[src/rtl/core/jsp_pkg.sv]
// ----------------------------------------------------------------------------
// jsp_pkg
// Shared types, codes and helper functions of the JSON object stream parser.
// ----------------------------------------------------------------------------
`default_nettype none

package jsp_pkg;

  localparam int MAX_NEST = 255;
  localparam int NEST_W   = ($clog2(MAX_NEST + 1) > 3) ? $clog2(MAX_NEST + 1) : 3;
  localparam logic [NEST_W-1:0] MAX_NEST_V = NEST_W'(MAX_NEST);

  localparam int IN_TDATA_W = 8;
  localparam int RES_W      = 17;
  localparam int OUT_TDATA_W = ((RES_W + 7) / 8) * 8;

  typedef enum logic [3:0] {
    PH_BRACE     = 4'd0,
    PH_TOP       = 4'd1,
    PH_KEYWS     = 4'd2,
    PH_KEY       = 4'd3,
    PH_KEYESC    = 4'd4,
    PH_KEYBAD    = 4'd5,
    PH_KEYBADESC = 4'd6,
    PH_COLON     = 4'd7,
    PH_VAL       = 4'd8,
    PH_VALESC    = 4'd9,
    PH_VALBAD    = 4'd10,
    PH_VALBADESC = 4'd11,
    PH_NEST      = 4'd12,
    PH_NULL      = 4'd13,
    PH_SEP       = 4'd14,
    PH_DONE      = 4'd15
  } phase_t;

  typedef enum logic [1:0] {
    ROLE_SKIP = 2'd0,
    ROLE_KEY  = 2'd1,
    ROLE_STR  = 2'd2,
    ROLE_NEST = 2'd3
  } role_t;

  localparam logic [1:0] KIND_STRING = 2'd0;
  localparam logic [1:0] KIND_NESTED = 2'd1;
  localparam logic [1:0] KIND_NULL   = 2'd2;

  localparam logic [2:0] ERR_NONE      = 3'd0;
  localparam logic [2:0] ERR_NO_BRACE  = 3'd1;
  localparam logic [2:0] ERR_KEY_START = 3'd2;
  localparam logic [2:0] ERR_UNTERM    = 3'd3;
  localparam logic [2:0] ERR_ESCAPE    = 3'd4;
  localparam logic [2:0] ERR_VALUE     = 3'd5;
  localparam logic [2:0] ERR_NULL      = 3'd6;
  localparam logic [2:0] ERR_DEEP      = 3'd7;

  localparam logic [7:0] CH_LBRACE = 8'h7B;
  localparam logic [7:0] CH_RBRACE = 8'h7D;
  localparam logic [7:0] CH_LBRACK = 8'h5B;
  localparam logic [7:0] CH_RBRACK = 8'h5D;
  localparam logic [7:0] CH_QUOTE  = 8'h22;
  localparam logic [7:0] CH_BSLASH = 8'h5C;
  localparam logic [7:0] CH_COLON  = 8'h3A;
  localparam logic [7:0] CH_COMMA  = 8'h2C;
  localparam logic [7:0] CH_N      = 8'h6E;
  localparam logic [7:0] CH_T      = 8'h74;
  localparam logic [7:0] CH_R      = 8'h72;
  localparam logic [7:0] CH_U      = 8'h75;
  localparam logic [7:0] CH_L      = 8'h6C;

  typedef struct packed {
    phase_t            phase;
    logic [NEST_W-1:0] nest;
  } state_t;

  typedef struct packed {
    logic [2:0] err;
    logic       fin;
    logic [1:0] kind;
    logic       done;
    logic [7:0] ob;
    role_t      role;
  } res_t;

  function automatic logic is_ws(input logic [7:0] b);
    return (b == 8'd32) || ((b >= 8'd9) && (b <= 8'd13));
  endfunction

  // bit 8 set: escape allowed, low byte is the decoded value
  function automatic logic [8:0] unescape(input logic [7:0] b);
    logic [8:0] r;
    unique case (b)
      CH_N:      r = {1'b1, 8'd10};
      CH_T:      r = {1'b1, 8'd9};
      CH_R:      r = {1'b1, 8'd13};
      CH_QUOTE:  r = {1'b1, CH_QUOTE};
      CH_BSLASH: r = {1'b1, CH_BSLASH};
      default:   r = 9'd0;
    endcase
    return r;
  endfunction

  function automatic logic [7:0] null_char(input logic [1:0] idx);
    logic [7:0] c;
    unique case (idx)
      2'd0:    c = CH_N;
      2'd1:    c = CH_U;
      default: c = CH_L;
    endcase
    return c;
  endfunction

  function automatic logic [OUT_TDATA_W-1:0] pack_res(input res_t r);
    return OUT_TDATA_W'(r);
  endfunction

endpackage

`default_nettype wire

[src/rtl/core/jsp_step.sv]
// ----------------------------------------------------------------------------
// jsp_step
// Per-byte transition: classifies one byte and computes the next parser state and its result.
// ----------------------------------------------------------------------------
`default_nettype none

module jsp_step (
  input  wire jsp_pkg::state_t state,
  input  wire logic [7:0]      data_byte,
  input  wire logic            end_of_text,
  output jsp_pkg::state_t      state_next,
  output jsp_pkg::res_t        res
);

  jsp_pkg::phase_t          ph;
  logic [jsp_pkg::NEST_W-1:0] nl;
  logic [jsp_pkg::NEST_W-1:0] nl_dec;
  logic                     eot;
  logic                     ws;
  logic [8:0]               unesc;
  jsp_pkg::role_t           str_role;
  jsp_pkg::res_t            r;
  jsp_pkg::state_t          s;

  assign ph    = state.phase;
  assign nl    = state.nest;
  assign eot   = end_of_text;
  assign ws    = jsp_pkg::is_ws(data_byte);
  assign unesc = jsp_pkg::unescape(data_byte);
  assign nl_dec = (nl != '0) ? (nl - 1'b1) : nl;
  assign str_role = (ph >= jsp_pkg::PH_VAL) ? jsp_pkg::ROLE_STR : jsp_pkg::ROLE_KEY;

  always_comb begin
    r      = '0;
    r.role = jsp_pkg::ROLE_SKIP;
    s      = state;
    unique case (ph)
      jsp_pkg::PH_BRACE: begin
        if (!eot && data_byte == jsp_pkg::CH_LBRACE) s.phase = jsp_pkg::PH_TOP;
        else r.err = jsp_pkg::ERR_NO_BRACE;
      end
      jsp_pkg::PH_TOP, jsp_pkg::PH_SEP: begin
        if (eot || data_byte == jsp_pkg::CH_RBRACE) begin
          r.fin   = 1'b1;
          s.phase = eot ? jsp_pkg::PH_BRACE : jsp_pkg::PH_DONE;
          s.nest  = '0;
        end else if (data_byte == jsp_pkg::CH_QUOTE) begin
          s.phase = jsp_pkg::PH_KEY;
        end else if (ph == jsp_pkg::PH_SEP && (ws || data_byte == jsp_pkg::CH_COMMA)) begin
          s.phase = ph;
        end else if (ph == jsp_pkg::PH_TOP && ws) begin
          s.phase = jsp_pkg::PH_KEYWS;
        end else begin
          r.err = jsp_pkg::ERR_KEY_START;
        end
      end
      jsp_pkg::PH_KEYWS: begin
        if (!eot && data_byte == jsp_pkg::CH_QUOTE) s.phase = jsp_pkg::PH_KEY;
        else if (eot || !ws) r.err = jsp_pkg::ERR_KEY_START;
      end
      jsp_pkg::PH_KEY, jsp_pkg::PH_VAL: begin
        if (eot) begin
          r.err = jsp_pkg::ERR_UNTERM;
        end else if (data_byte == jsp_pkg::CH_BSLASH) begin
          s.phase = (ph == jsp_pkg::PH_KEY) ? jsp_pkg::PH_KEYESC : jsp_pkg::PH_VALESC;
        end else if (data_byte == jsp_pkg::CH_QUOTE) begin
          if (ph == jsp_pkg::PH_KEY) begin
            s.phase = jsp_pkg::PH_COLON;
          end else begin
            r.done  = 1'b1;
            r.kind  = jsp_pkg::KIND_STRING;
            s.phase = jsp_pkg::PH_SEP;
          end
        end else begin
          r.role = str_role;
          r.ob   = data_byte;
        end
      end
      jsp_pkg::PH_KEYESC, jsp_pkg::PH_VALESC: begin
        if (eot) begin
          r.err = jsp_pkg::ERR_UNTERM;
        end else if (!unesc[8]) begin
          s.phase = (ph == jsp_pkg::PH_KEYESC) ? jsp_pkg::PH_KEYBAD : jsp_pkg::PH_VALBAD;
        end else begin
          r.role  = str_role;
          r.ob    = unesc[7:0];
          s.phase = (ph == jsp_pkg::PH_KEYESC) ? jsp_pkg::PH_KEY : jsp_pkg::PH_VAL;
        end
      end
      jsp_pkg::PH_KEYBAD, jsp_pkg::PH_VALBAD: begin
        if (eot) r.err = jsp_pkg::ERR_UNTERM;
        else if (data_byte == jsp_pkg::CH_QUOTE) r.err = jsp_pkg::ERR_ESCAPE;
        else if (data_byte == jsp_pkg::CH_BSLASH)
          s.phase = (ph == jsp_pkg::PH_KEYBAD) ? jsp_pkg::PH_KEYBADESC : jsp_pkg::PH_VALBADESC;
      end
      jsp_pkg::PH_KEYBADESC, jsp_pkg::PH_VALBADESC: begin
        if (eot) r.err = jsp_pkg::ERR_UNTERM;
        else s.phase = (ph == jsp_pkg::PH_KEYBADESC) ? jsp_pkg::PH_KEYBAD : jsp_pkg::PH_VALBAD;
      end
      jsp_pkg::PH_COLON: begin
        if (eot) begin
          r.err = jsp_pkg::ERR_VALUE;
        end else if (ws || data_byte == jsp_pkg::CH_COLON) begin
          s.phase = ph;
        end else if (data_byte == jsp_pkg::CH_QUOTE) begin
          s.phase = jsp_pkg::PH_VAL;
        end else if (data_byte == jsp_pkg::CH_LBRACE || data_byte == jsp_pkg::CH_LBRACK) begin
          r.role  = jsp_pkg::ROLE_NEST;
          r.ob    = data_byte;
          s.nest  = jsp_pkg::NEST_W'(1);
          s.phase = jsp_pkg::PH_NEST;
        end else if (data_byte == jsp_pkg::CH_N) begin
          s.nest  = jsp_pkg::NEST_W'(1);
          s.phase = jsp_pkg::PH_NULL;
        end else begin
          r.err = jsp_pkg::ERR_VALUE;
        end
      end
      jsp_pkg::PH_NEST: begin
        if (eot) begin
          r.done  = 1'b1;
          r.kind  = jsp_pkg::KIND_NESTED;
          r.fin   = 1'b1;
          s.phase = jsp_pkg::PH_BRACE;
          s.nest  = '0;
        end else if (data_byte == jsp_pkg::CH_LBRACE || data_byte == jsp_pkg::CH_LBRACK) begin
          if (nl >= jsp_pkg::MAX_NEST_V) begin
            r.err = jsp_pkg::ERR_DEEP;
          end else begin
            s.nest = nl + 1'b1;
            r.role = jsp_pkg::ROLE_NEST;
            r.ob   = data_byte;
          end
        end else begin
          r.role = jsp_pkg::ROLE_NEST;
          r.ob   = data_byte;
          if (data_byte == jsp_pkg::CH_RBRACE || data_byte == jsp_pkg::CH_RBRACK) begin
            s.nest = nl_dec;
            if (nl_dec == '0) begin
              r.done  = 1'b1;
              r.kind  = jsp_pkg::KIND_NESTED;
              s.phase = jsp_pkg::PH_SEP;
            end
          end
        end
      end
      jsp_pkg::PH_NULL: begin
        if (!eot && data_byte == jsp_pkg::null_char(nl[1:0])) begin
          if (nl == jsp_pkg::NEST_W'(3)) begin
            r.done  = 1'b1;
            r.kind  = jsp_pkg::KIND_NULL;
            s.nest  = '0;
            s.phase = jsp_pkg::PH_SEP;
          end else begin
            s.nest = nl + 1'b1;
          end
        end else begin
          r.err = jsp_pkg::ERR_NULL;
        end
      end
      jsp_pkg::PH_DONE: begin
        if (eot) begin
          s.phase = jsp_pkg::PH_BRACE;
          s.nest  = '0;
        end
      end
      default: s = state;
    endcase

    if (r.err != jsp_pkg::ERR_NONE) begin
      r.role  = jsp_pkg::ROLE_SKIP;
      r.ob    = '0;
      r.done  = 1'b0;
      r.kind  = '0;
      r.fin   = 1'b0;
      s.phase = eot ? jsp_pkg::PH_BRACE : jsp_pkg::PH_DONE;
      s.nest  = '0;
    end
  end

  assign state_next = s;
  assign res        = r;

endmodule

`default_nettype wire

[src/rtl/core/jsp_skid.sv]
// ----------------------------------------------------------------------------
// jsp_skid
// Result register with a skid stage; takes a new result while one waits.
// ----------------------------------------------------------------------------
`default_nettype none

module jsp_skid (
  input  wire logic                            clk,
  input  wire logic                            rst,
  input  wire logic                            in_valid,
  output logic                                 in_ready,
  input  wire logic [jsp_pkg::OUT_TDATA_W-1:0] in_data,
  output logic                                 out_valid,
  input  wire logic                            out_ready,
  output logic [jsp_pkg::OUT_TDATA_W-1:0]      out_data
);

  logic                            skid_valid;
  logic [jsp_pkg::OUT_TDATA_W-1:0] skid_data;
  logic                            push;

  assign in_ready = !skid_valid;
  assign push     = in_valid && in_ready;

  always_ff @(posedge clk) begin
    if (rst) begin
      out_valid  <= 1'b0;
      skid_valid <= 1'b0;
    end else if (!out_valid || out_ready) begin
      if (skid_valid) begin
        out_valid  <= 1'b1;
        skid_valid <= 1'b0;
      end else begin
        out_valid <= push;
      end
    end else if (push) begin
      skid_valid <= 1'b1;
    end
  end

  always_ff @(posedge clk) begin
    if (!out_valid || out_ready) begin
      out_data <= skid_valid ? skid_data : in_data;
    end else if (push) begin
      skid_data <= in_data;
    end
  end

endmodule

`default_nettype wire

[src/rtl/core/json_object_stream_parser_top.sv]
// ----------------------------------------------------------------------------
// json_object_stream_parser_top
// Byte-wide JSON object tokenizer with a stream interface on both sides.
// ----------------------------------------------------------------------------
// Each input transaction's result is registered in the result buffer before m_tvalid shows it.
// Throughput: one byte per cycle while the result buffer has room (s_tready high).
// The two-entry result buffer takes one further byte while a result stalls.
// Reset (synchronous): phase to expect opening brace, nest count to zero,
// result buffer emptied.
`default_nettype none

module json_object_stream_parser_top (
  input  wire logic                            clk,
  input  wire logic                            rst,
  input  wire logic                            s_tvalid,
  output logic                                 s_tready,
  input  wire logic [jsp_pkg::IN_TDATA_W-1:0]  s_tdata,  // [7:0] data_byte
  input  wire logic                            s_tlast,  // end_of_text
  output logic                                 m_tvalid,
  input  wire logic                            m_tready,
  // [1:0] role, [9:2] out_byte, [10] pair_done, [12:11] value_kind,
  // [13] finished, [16:14] error_code, rest zero
  output logic [jsp_pkg::OUT_TDATA_W-1:0]      m_tdata
);

  jsp_pkg::state_t state;
  jsp_pkg::state_t state_next;
  jsp_pkg::res_t   res;
  logic            accept;

  jsp_step u_step (
    .state       (state),
    .data_byte   (s_tdata[7:0]),
    .end_of_text (s_tlast),
    .state_next  (state_next),
    .res         (res)
  );

  assign accept = s_tvalid && s_tready;

  always_ff @(posedge clk) begin
    if (rst) begin
      state.phase <= jsp_pkg::PH_BRACE;
      state.nest  <= '0;
    end else if (accept) begin
      state <= state_next;
    end
  end

  jsp_skid u_skid (
    .clk       (clk),
    .rst       (rst),
    .in_valid  (s_tvalid),
    .in_ready  (s_tready),
    .in_data   (jsp_pkg::pack_res(res)),
    .out_valid (m_tvalid),
    .out_ready (m_tready),
    .out_data  (m_tdata)
  );

endmodule

`default_nettype wire

[config.mk]
export PLATFORM = sky130hd
export DESIGN_NAME = json_object_stream_parser_top
export DESIGN_NICKNAME = d
export VERILOG_FILES = /design/src/rtl/core/jsp_pkg.sv /design/src/rtl/core/jsp_step.sv /design/src/rtl/core/jsp_skid.sv /design/src/rtl/core/json_object_stream_parser_top.sv
export SDC_FILE = /design/constraint.sdc
export NUM_CORES = 1
export LEC_CHECK = 0
export ABC_CLOCK_PERIOD_IN_PS = 3900
export BUFFER_PORTS_ARGS = -buffer_cell sky130_fd_sc_hd__buf_2
export CAP_MARGIN = 20
export CORE_MARGIN = 5
export CORE_UTILIZATION = 55
export CTS_CLUSTER_DIAMETER = 50
export DETAILED_ROUTE_END_ITERATION = 8
export GPL_TIMING_DRIVEN = 0
export PLACE_DENSITY = 0.83
export SLEW_MARGIN = 10
export SYNTH_ARGS = -nofsm -noshare
export SYNTH_HDL_FRONTEND = slang
export SYNTH_SLANG_ARGS = --single-unit
[constraint.sdc]
create_clock -name clk -period 3.9 [get_ports clk]
set_input_delay 0.78 -clock clk [delete_from_list [all_inputs] [get_ports clk]]
set_output_delay 0.78 -clock clk [all_outputs]
set_load 0.005 [all_outputs]
Yosys cells after proc, flatten, opt, wreduce, memory -nomap -nowiden
Cells that the tools add are included.

operators by class
  magnitude comparators = 4
  equal/unequal tests = 55
  muxes and demuxes = 96
  add/sub/neg operators = 2
  bitwise logic cells = 1
  reduce and logical (&&, ||, !) cells = 35

operators with widths
  kind                                                  count
  2-to-1 mux 4 bit                                      27
  2-to-1 mux 10 bit                                     10
  2-to-1 mux 12 bit                                     8
  equality test 8 x 7 -> 1 bit (second input constant)  8
  2-to-1 mux 8 bit                                      8
  2-to-1 mux 3 bit                                      20
  case mux 9 bit (5 select lines)                       1
  case mux 4 bit (11 select lines)                      1
  case mux 10 bit (4 select lines)                      1
  case mux 8 bit (5 select lines)                       1
  equality test 4 bit (second input constant)           8
  equality test 8 x 6 -> 1 bit (second input constant)  4
  2-to-1 mux 13 bit                                     2
  case mux 3 bit (8 select lines)                       1
  AND reduction 21 bit                                  1
  != test 3 x 1 -> 1 bit (second input constant)        6
  != test 3 x 2 -> 1 bit (second input constant)        6
  2-to-1 mux 17 bit                                     1
  equality test 4 x 3 -> 1 bit (second input constant)  4
  2-to-1 mux 14 bit                                     1
  OR reduction 2 bit                                    6
  AND reduction 11 bit                                  1
  2-to-1 mux 2 bit                                      5
  != test 5 x 1 -> 1 bit (second input constant)        2
  other kinds (34)                                      60

storage, ports and cells
  logic and storage cells = 199
  register bits after elaboration = 48

Longest topological paths before layout
Gate-level depths: netlist of run 1.

  depth in word-level cells = 12
  gate-level depth with buffers = 14
  mapped depth without buffers = 12

By module
Synthesis of run 1 repeated with hierarchy kept, for this count alone.

unflattened totals
  cell total of the unflattened synthesis = 490
  area, all modules = 4625.7 µm²

by module, submodules not included
  module                         sequential area each (µm²)  area each (µm²)  cells an instance  instances
  jsp_step                       0.0                         2168.3           353                1
  jsp_skid                       1481.4                      1893.1           83                 1
  json_object_stream_parser_top  240.2                       564.3            54                 1

Worst setup path after synthesis of run 1
Ideal clock, no wire load.

  kind = input to register
  from = in s_tdata[5] in the netlist's numbering
  to = reg, netlist name state[5]
  slack = 973 ps
  required time = 3784 ps
  stages on the path = 11
  data arrival time = 2810 ps
  path buffers = 3
  path through = buf_4 > or3b_1 > a221oi_1 > o21bai_1 > a22oi_1 > and2_1 > buf_6 > inv_4 > o41a_4 > buf_6 > a41o_1

RTL lines
  item         line                                 source
  from (decl)  json_object_stream_parser_top.sv:17  input wire logic [jsp_pkg::IN_TDATA_W-1:0] s_tdata,

==> metrics.yaml, run 1 <==
whs_path_depth: 2
critPathMaxStageDelay_ps: 520
clk_latency_ps: 300
clock_sinks: 48
cts_buffers: 5
synth_compound_area_share_pct: 22.5
synth_top_family_by_area: "simple AND/OR/NAND/NOR gates"
drc_errors: 0
drive_gt1_share_pct: 18.2
synth_fa_ha_area_share_pct: 1.67
ctsHoldBuffers: 0
synth_cells: 432
hp-start: "u_skid.skid_data[11]"
path_delay_family: "compound AO/OA/AOI/OAI gates"
grt_overflow: 0
synth-edff-count: 34
crit_buf_inv: 5
grt_pass1_wl_mm: 15.5
rsz0062_at_grt: "false"
placed_area_sq_um: 4020
critPathLaunchType: "flop"
rows: 30
drt_iter0_drc: 391
fmax_mhz: 307
final_common_cell: "buf_2"
yosysUniqueCellTypes: 84
r2r_start: "state[1]"
synth_simple_gate_area_share_pct: 27.9
final_cell_mix: "buf_2, nand2_1, nor2_1, edfxtp_1"
slew_headroom_pct: 37.0
tightestPinTransition_ps: 938
grt_pass1_vias: 3166
setup_tns_ps: 0
power_density_nw_per_um2: 467
via_per_inst: 6.46
gp_routability_congestion: 0.980
finalCritPeriodShare_pct: 83.5
synth_top_area_cell: "edfxtp_1"
cts-root-buf: "clkbuf_8"
cp_max_fo: 10
post-cts-setup-buffers: 0
synth_ff_type: "edfxtp_1"
crit_type: "reg2reg"
seq_area_frac_synth_pct: 34.8
clock_skew_ps: 11.3
cts_resized: 0
finish.net_count: 494
antenna_cells: 0
postLayoutCellArea_sq_um: 4110
routed_wl_mm: 9.53
p_leak_uw: 0.00163
pre_cts_ws_ps: 461
start_util_pct: 55.6
grt_start_max_net_pins: 21
wl_per_cell_microns: 17.1
io-pin-count: 39
critPathCaptureType: "flop"
grt_usage_pct: 22.3
worstHoldPathType: "reg2reg"
avgSynthCellArea_sq_um: 8.65
hold_slack_ps: 542
holdPathEnd: "u_skid.out_data[11]"
path_cells: "clkbuf_1 -> inv_1 -> ha_1 -> nor4b_1 -> a31oi_1 -> o31ai_1 -> and2_1 -> and2_1 -> buf_6 -> inv_4 -> o41a_4 -> buf_6 -> nor3_2 -> a31o_1"
first_pass_iters: 6
vias: 3601
netlist.area_leader.share_pct: 27.3
fin_crit_ps: 3260
clk_pin_slew_ps: 90
synthXorXnorAreaFrac_pct: 1.17
cts_htree_levels: 2
antenna_found_initial: 0
io_buffers: 30
r2r_end: "state[1]"
worst_slack_ps: 645
die_y_microns: 92.4
report.final.slew_viol_count: 0
r2r_slack_ps: 640
design.die.area_sq_um: 8550
yosysWarnings: 0
drv_cap: 0
synth_area_leaders: "edfxtp_1, dfxtp_1, mux2_2"
hold_viol: 0
fp.coreArea_sq_um: 6720
ys_ff_latch: 48
cts_tree: "yes"
finalPower_uw: 1920
die_w_microns: 92.4
synthMuxAreaShare_pct: 4.75
ant_nets: 0
worstPathArrival_ps: 3510
hpwlAfterDp_mm: 7.22
clock_path_buffers: 2
r2r_cells: 14
netlist_area_sq_um: 3740
async_flop_share_pct: 0
required_ps: 4160
cp_slowest_cell: "o41a_4"
syn_to_final_growth_pct: 9.94
peakVddDrop_mv: 0.225
setup_violations: 0
status: "complete, no violations"
==> worst max-delay path by stage <==
stage,from,to,slack (ps),depth (start not counted)
after floorplan,s_tdata[5],state[5],970,11
after global placement,s_tdata[1],u_skid.out_data[4],440,9
after detailed placement,s_tdata[1],u_skid.out_data[4],460,9
after CTS,state[1],state[0],690,13
after global routing,state[0],state[8],340,11
final,state[1],state[1],640,14
==> where the power goes <==
part           total (uW)  leakage, uW  internal [uW]  switching (uW)
registers             653     0.000465            629            24.3
logic                 968      0.00113            376             593
clock network         297    0.0000378            124             173
total                1920      0.00163           1130             790
==> cell families (layout without fill, tap and decap cells) <==
logic type / Yosys count / after routing
and+or+nand+nor: 184 / 184
AOI/OAI and AO/OA: 118 / 118
muxes: 16 / 16
other: 1 / 7
DFF: 48 / 48
buffers and inverters: 55 / 94
xor gates and xnor gates: 5 / 5
adders and majority gates: 5 / 5
==> layer usage <==
| metal | global-route usage, % | wire length (microns) | up-vias |
|---|---|---|---|
| met5 | 0 | 0 | - |
| met4 | 7.30 | 257 | 0 |
| li1 | - | - | 1705 |
| met2 | 37.1 | 4530 | 202 |
| met3 | 3.74 | 736 | 34 |
| met1 | 29.4 | 4010 | 1660 |
==> Yosys cell counts, types with 3 or more instances <==
cell,n
dfxtp_1,14
or3_1,4
nand2_1,35
clkbuf_1,15
o21ai_0,21
a31o_1,7
nand4_1,8
o311ai_0,5
nor2_1,34
edfxtp_1,34
and4_1,3
nor4_1,4
nor3_1,13
o211ai_1,5
a21oi_1,21
mux2_2,14
nor2b_1,13
a31oi_1,5
ha_1,5
nand2b_1,10
o31ai_1,3
xnor2_1,3
and2_1,3
buf_2,10
inv_1,13
nor3b_1,7
buf_1,4
buf_4,8
o22ai_1,5
a211o_1,3
a22oi_1,3
a21o_1,8
o2111ai_1,3
nand3_1,17
a221oi_1,3
and3_1,10
==> metrics by stage <==
stage	utilization, %	std cells
CTS	61.2	557
detailed placement	59.9	549
floorplan	-	438
finish	61.2	557
global route	61.2	557
global placement	59.7	548
==> area by class of cell <==
type	count	area, sq um
inverter	16	62.6
fill	565	2610
sequential	48	1300
timing repair buffer	31	161
clock buffer	5	68.8
multi-input combinational	335	2190
buffer	39	204
clock inverter	3	18.8
tap	80	100
==> registers in the layout (all words and copies together), names as in the netlist <==
| name | count |
|---|---|
| u_skid.skid_valid | 1 |
| u_skid.out_data | 17 |
| state | 12 |
| u_skid.skid_data | 17 |
| u_skid.out_valid | 1 |
==> worst reg2reg max path, delay by kind of cell (launching register included) <==
kind / cells / cell delay [ps]
fa+ha+maj: 1 / 240
buf+inv: 5 / 840
compound gates: 4 / 1080
flops: 1 / 340
simple gates: 4 / 710
Note: power is estimated with default switching activity, not from simulation.
==> run 2: changes to the inputs <==
- ABC_CLOCK_PERIOD_IN_PS: 3900 -> 2980
- CORE_UTILIZATION: 55 -> 54
- PLACE_DENSITY: 0.83 -> 0.85
- clock period: 3.9 -> 2.98 ns (I/O delays scaled with it)
==> run 2 against run 1 <==
Register-to-register slack worse by 510 ps. Critical path depth shrank 1. Global-route usage grew 0.31 points. Non-clock buffer count rose by 1. Worst setup slack worse by 530 ps. Largest cell class unchanged. Largest power group unchanged.
==> metrics.yaml, run 2 (synthesis results as in run 1) <==
cts-root-buf: "clkbuf_8"  # unchanged
rsz0062_at_grt: "false"  # unchanged
dp.cells: 549  # unchanged
r2r_cells: 14  # unchanged
die_y_microns: 93.2  # was 92.4 microns
seq_power_share_pct: 31.7  # was 34.1%
start_util_pct: 55.3  # was 55.6%
die_w_microns: 93.2  # was 92.4 microns
fin_cells: 557  # unchanged
final_cell_mix: "buf_2, nand2_1, edfxtp_1, nor2_1"  # was buf_2, nand2_1, nor2_1, edfxtp_1
tightestPinTransition_ps: 830  # was 938 ps
rows: 30  # unchanged
antenna_found_initial: 0  # unchanged
fin_crit_ps: 2870
finalCritPeriodShare_pct: 96.2
r2r_slack_ps: 130  # was 640 ps
first_pass_iters: 7  # was 6
grt_pass1_wl_mm: 15.8  # was 15.5 mm
worstPathArrival_ps: 3120  # was 3510 ps
clock_sinks: 48  # unchanged
setup_violations: 0  # unchanged
cts_htree_levels: 2  # unchanged
status: "complete, no violations"  # unchanged
gp_routability_congestion: 0.969  # was 0.980
cp_max_fo: 10  # unchanged
reg_top3: "u_skid.out_data x17, u_skid.skid_data x17, state x12"  # unchanged
grt_pass1_vias: 3274  # was 3166
switchingPower_uw: 1050  # was 790 uW
required_ps: 3230  # was 4160 ps
finish.net_count: 495  # was 494
r2r_end: "state[2]"  # was state[1]
hpwlAfterDp_mm: 7.35  # was 7.22 mm
p_leak_uw: 0.00169  # was 0.00163 uW
drt_iter0_drc: 439  # was 391
p_sw_share_pct: 38.9  # was 41.2%
syn_to_final_growth_pct: 13.2  # was 9.94%
power.share.clock_pct: 20.6  # was 15.5%
setup_tns_ps: 0  # unchanged
critPathLaunchType: "input pin"  # was flop
drv_cap: 0  # unchanged
whs_path_depth: 2  # unchanged
hp-start: "u_skid.skid_data[11]"  # unchanged
clock_path_buffers: 2  # unchanged
drc_errors: 0  # unchanged
wl_per_cell_microns: 17.8  # was 17.1 microns
r2r_start: "state[1]"  # unchanged
grt_usage_pct: 22.6  # was 22.3%
crit_type: "in2reg"  # was reg2reg
antenna_cells: 0  # unchanged
clk_pin_slew_ps: 90  # about the same
cts_tree: "yes"  # unchanged
slew_headroom_pct: 44.2  # was 37.0%
holdPathEnd: "u_skid.out_data[11]"  # unchanged
via_per_inst: 6.61  # was 6.46
peakVddDrop_mv: 0.328  # was 0.225 mV
clock_skew_ps: 13.5  # was 11.3 ps
worstHoldPathType: "reg2reg"  # unchanged
fmax_mhz: 349
report.final.slew_viol_count: 0  # unchanged
nFillCells: 560  # was 565
p_int_uw: 1650  # was 1130 uW
design.die.area_sq_um: 8690  # was 8550 sq um
io-pin-count: 39  # unchanged
cts_buffers: 5  # unchanged
power_density_nw_per_um2: 638  # was 467 nW/um^2
drive_gt1_share_pct: 20.8  # was 18.2%
critPathCaptureType: "flop"  # unchanged
clk_latency_ps: 310  # was 300 ps
grt_overflow: 0  # unchanged
io_buffers: 30  # unchanged
final_common_cell: "buf_2"  # unchanged
ctsHoldBuffers: 0  # unchanged
hold_viol: 0  # unchanged
grt_start_max_net_pins: 21  # unchanged
p_comb_share_pct: 47.6  # was 50.5%
vias: 3683  # was 3601
routed_wl_mm: 9.89  # was 9.53 mm
ant_nets: 0  # unchanged
fp.coreArea_sq_um: 6760  # was 6720 sq um
==> run 2: cell count changes in the layout (fill, tap and decap cells not counted), sizes merged <==
cell	previous run	this run
buf	55	58
bufinv	0	2
clkbuf	20	18
clkinvlp	2	0
clkinv	2	1
==> run 2: how the worst max path moves through the flow <==
stage | end | slack (ps) | from | depth (start not counted)
global placement | u_skid.out_data[4] | -260 | s_tdata[1] | 9
global route | state[2] | 2 | state[10] | 12
floorplan | state[5] | 190 | state[1] | 13
CTS | state[2] | 2 | state[0] | 13
finish | state[2] | 110 | s_tdata[1] | 13
detailed placement | u_skid.out_data[4] | -270 | s_tdata[1] | 9
==> run 2: power by group through the flow <==
stage	combinational (uW)	sequential (uW)	clock, uW
after global routing	1380	864	592
after floorplan	921	873	0
final	1280	856	557
after CTS	1250	856	562
after detailed placement	1240	871	0
after global placement	1230	867	0
==> run 2: repair_timing <==
item	CTS	global route
buffers inserted	0	1
pin swaps	1	3
endpoints found under the setup margin	13	15
gates resized for setup	5	17
hold endpoints to repair	0	0
==> run 2: metrics by stage <==
step | area (sq um) | setup WS [ps] | util [%] | power [uW] | hold WS, ps
2_1_floorplan | 3760 | 190 | - | 1790 | 500
6_report | 4230 | 113 | 62.6 | 2700 | 549
4_1_cts | 4170 | 2.22 | 61.7 | 2670 | 553
3_5_place_dp | 4020 | -271 | 59.5 | 2110 | 531
3_3_place_gp | 4010 | -263 | 59.4 | 2100 | 506
5_1_grt | 4230 | 1.55 | 62.6 | 2840 | 574
==> run 2: area by class of cell <==
class / count / area [sq um] / share of cell area [%]
flip-flops and latches: 48 / 1300 / 30.8
inverters: 16 / 62.6 / 1.48
well taps: 80 / 100 / 2.37
multi-input cells: 335 / 2250 / 53.3
plain buffers: 39 / 214 / 5.06
repair buffers: 32 / 169 / 3.99
clock inverters: 2 / 60.1 / 1.42
clock buffers: 5 / 68.8 / 1.63
==> run 2: critical path, stage by stage <==
cell and delay, ps:
buf_2 140, clkbuf_1 400, xnor2_1 170, nand2_1 110, o31ai_2 280, and2_1 180, and2_1 140, buf_6 130
inv_4 50, o41a_4 530, buf_6 170, nor3_2 110, a31o_1 110
==> run 2: routing by layer <==
metal | wire [microns] | up-vias | global-route usage, %
li1 | - | 1710 | -
met4 | 261 | 0 | 8.30
met2 | 4740 | 202 | 38.4
met3 | 711 | 30 | 2.90
met5 | 0 | - | 0
met1 | 4170 | 1741 | 29.4
==> run 3: changes to the inputs <==
- ABC_CLOCK_PERIOD_IN_PS: 2980 -> 3600
- CORE_UTILIZATION: 54 -> 64
- HOLD_SLACK_MARGIN: unset -> 0.05
- PLACE_DENSITY: 0.85 -> 0.94
- clock period: 2.98 -> 3.6 ns (I/O delays scaled with it)
==> run 3 against run 2 <==
Routed wire length is 3.5% higher. Hold slack better by 5.3 ps. Clock skew is 2.4 ps lower. Global-route usage is 4.7 points higher. Cell count is 1.4% lower. Power is 22% lower. Largest cell class unchanged.
==> metrics.yaml, run 3 (synthesis results as in run 1) <==
status: "complete, no violations"  # unchanged
required_ps: 3840  # was 3230 ps
worst_slack_ps: 306  # was 113 ps
rsz0062_at_grt: "false"  # unchanged
die_w_microns: 86.4  # was 93.2 microns
finish.net_count: 494  # was 495
power_density_nw_per_um2: 516  # was 638 nW/um^2
start_util_pct: 66.7  # was 55.3%
clock_path_buffers: 2  # unchanged
ctsHoldBuffers: 0  # unchanged
fin_crit_ps: 3290
tightestPinTransition_ps: 1040  # was 830 ps
crit_type: "reg2reg"  # was in2reg
die_y_microns: 86.4  # was 93.2 microns
clk_latency_ps: 310  # about the same
critPathLaunchType: "flop"  # was input pin
setup_tns_ps: 0  # unchanged
report.final.slew_viol_count: 0  # unchanged
worstPathArrival_ps: 3530  # was 3120 ps
setup_violations: 0  # unchanged
antenna_cells: 0  # unchanged
reg_top3: "u_skid.out_data x17, u_skid.skid_data x17, state x12"  # unchanged
io-pin-count: 39  # unchanged
p_leak_uw: 0.00163  # was 0.00169 uW
grt_start_max_net_pins: 21  # unchanged
clk_pin_slew_ps: 100  # was 90 ps
design.die.area_sq_um: 7470  # was 8690 sq um
cts_buffers: 5  # unchanged
clock_sinks: 48  # unchanged
wl_per_cell_microns: 18.7  # was 17.8 microns
worstHoldPathType: "reg2reg"  # unchanged
grt_pass1_wl_mm: 16.4  # was 15.8 mm
grt_usage_pct: 27.3  # was 22.6%
finalCritPeriodShare_pct: 91.5
io_buffers: 30  # unchanged
r2r_start: "state[1]"  # unchanged
finish.utilization_pct: 73.1  # was 62.6%
hp-start: "u_skid.skid_data[12]"  # was u_skid.skid_data[11]
holdPathEnd: "u_skid.out_data[12]"  # was u_skid.out_data[11]
grt_pass1_vias: 3311  # was 3274
vias: 3731  # was 3683
cts_resized: 0  # was 5
gp_routability_congestion: 0.946  # was 0.969
pre_cts_ws_ps: 192  # was -271 ps
r2r_cells: 13  # was 14
drc_errors: 0  # unchanged
drv_cap: 0  # unchanged
syn_to_final_growth_pct: 9.67  # was 13.2%
peakVddDrop_mv: 0.394  # was 0.328 mV
whs_path_depth: 2  # unchanged
grt_overflow: 0  # unchanged
hold_viol: 0  # unchanged
final_common_cell: "buf_2"  # unchanged
first_pass_iters: 9  # was 7
r2r_slack_ps: 310  # was 130 ps
drt_iter0_drc: 554  # was 439
critPathCaptureType: "flop"  # unchanged
cts_htree_levels: 2  # unchanged
ant_nets: 0  # unchanged
post-cts-setup-buffers: 0  # unchanged
slew_headroom_pct: 30.0  # was 44.2%
fp.coreArea_sq_um: 5610  # was 6760 sq um
hold_slack_ps: 554  # was 549 ps
rows: 27  # was 30
postLayoutCellArea_sq_um: 4100  # was 4230 sq um
drive_gt1_share_pct: 18.2  # was 20.8%
clock_skew_ps: 11.1  # was 13.5 ps
r2r_end: "state[8]"  # was state[2]
cp_max_fo: 9  # was 10
antenna_found_initial: 0  # unchanged
fmax_mhz: 304
hpwlAfterDp_mm: 7.64  # was 7.35 mm
final_cell_mix: "buf_2, nand2_1, nor2_1, edfxtp_1"  # was buf_2, nand2_1, edfxtp_1, nor2_1
cts_tree: "yes"  # unchanged
via_per_inst: 6.80  # was 6.61
placed_area_sq_um: 4010  # was 4020 sq um
routed_wl_mm: 10.2  # was 9.89 mm
cts-root-buf: "clkbuf_8"  # unchanged
## run 3: routing by layer
layer	part of all wire [%]	global-route usage, %
met3	11	5.13
met2	46	44.2
met5	0	0
met1	39	36.7
met4	4.1	9.21
## run 3: area by class of cell
type	instances	area (sq um)
Fill cell	427	1510
Timing Repair Buffer	31	161
Sequential cell	48	1300
Multi-Input combinational cell	335	2190
Clock buffer	5	68.8
Clock inverter	3	18.8
Inverter	16	62.6
Buffer	39	204
Tap cell	72	90.1
## run 3: report_power, final
| group | internal, uW | switching, uW | total, uW |
|---|---|---|---|
| Combinational | 407 | 666 | 1070 |
| Clock | 135 | 199 | 334 |
| Sequential | 681 | 29.8 | 711 |
## run 3: worst max-delay path, stage by stage (launching register included)
cell      delay (ps)
dfxtp_1          360
clkbuf_1         320
inv_1            180
ha_1             230
nor4b_1          240
a31oi_1          110
o31ai_1          320
and2_1           210
and2_1           150
buf_6            140
inv_4             50
o21ai_0          540
o211ai_1         210
a21oi_1          180
## run 3: worst max path at each step
| stage | end | slack [ps] | cells after the start | start |
|---|---|---|---|---|
| 4_1_cts | state[1] | 390 | 13 | state[1] |
| 3_5_place_dp | u_skid.out_data[4] | 190 | 9 | s_tdata[1] |
| 2_1_floorplan | state[5] | 730 | 11 | s_tdata[5] |
| 6_report | state[8] | 310 | 13 | state[1] |
| 5_1_grt | state[2] | 60 | 14 | state[1] |
| 3_3_place_gp | u_skid.out_data[4] | 220 | 9 | s_tdata[1] |
## run 3: metrics by stage
step,cells,total power (uW)
floorplan,438,1490
global placement,540,1720
detailed placement,541,1750
CTS,549,2080
global route,549,2220
finish,549,2120
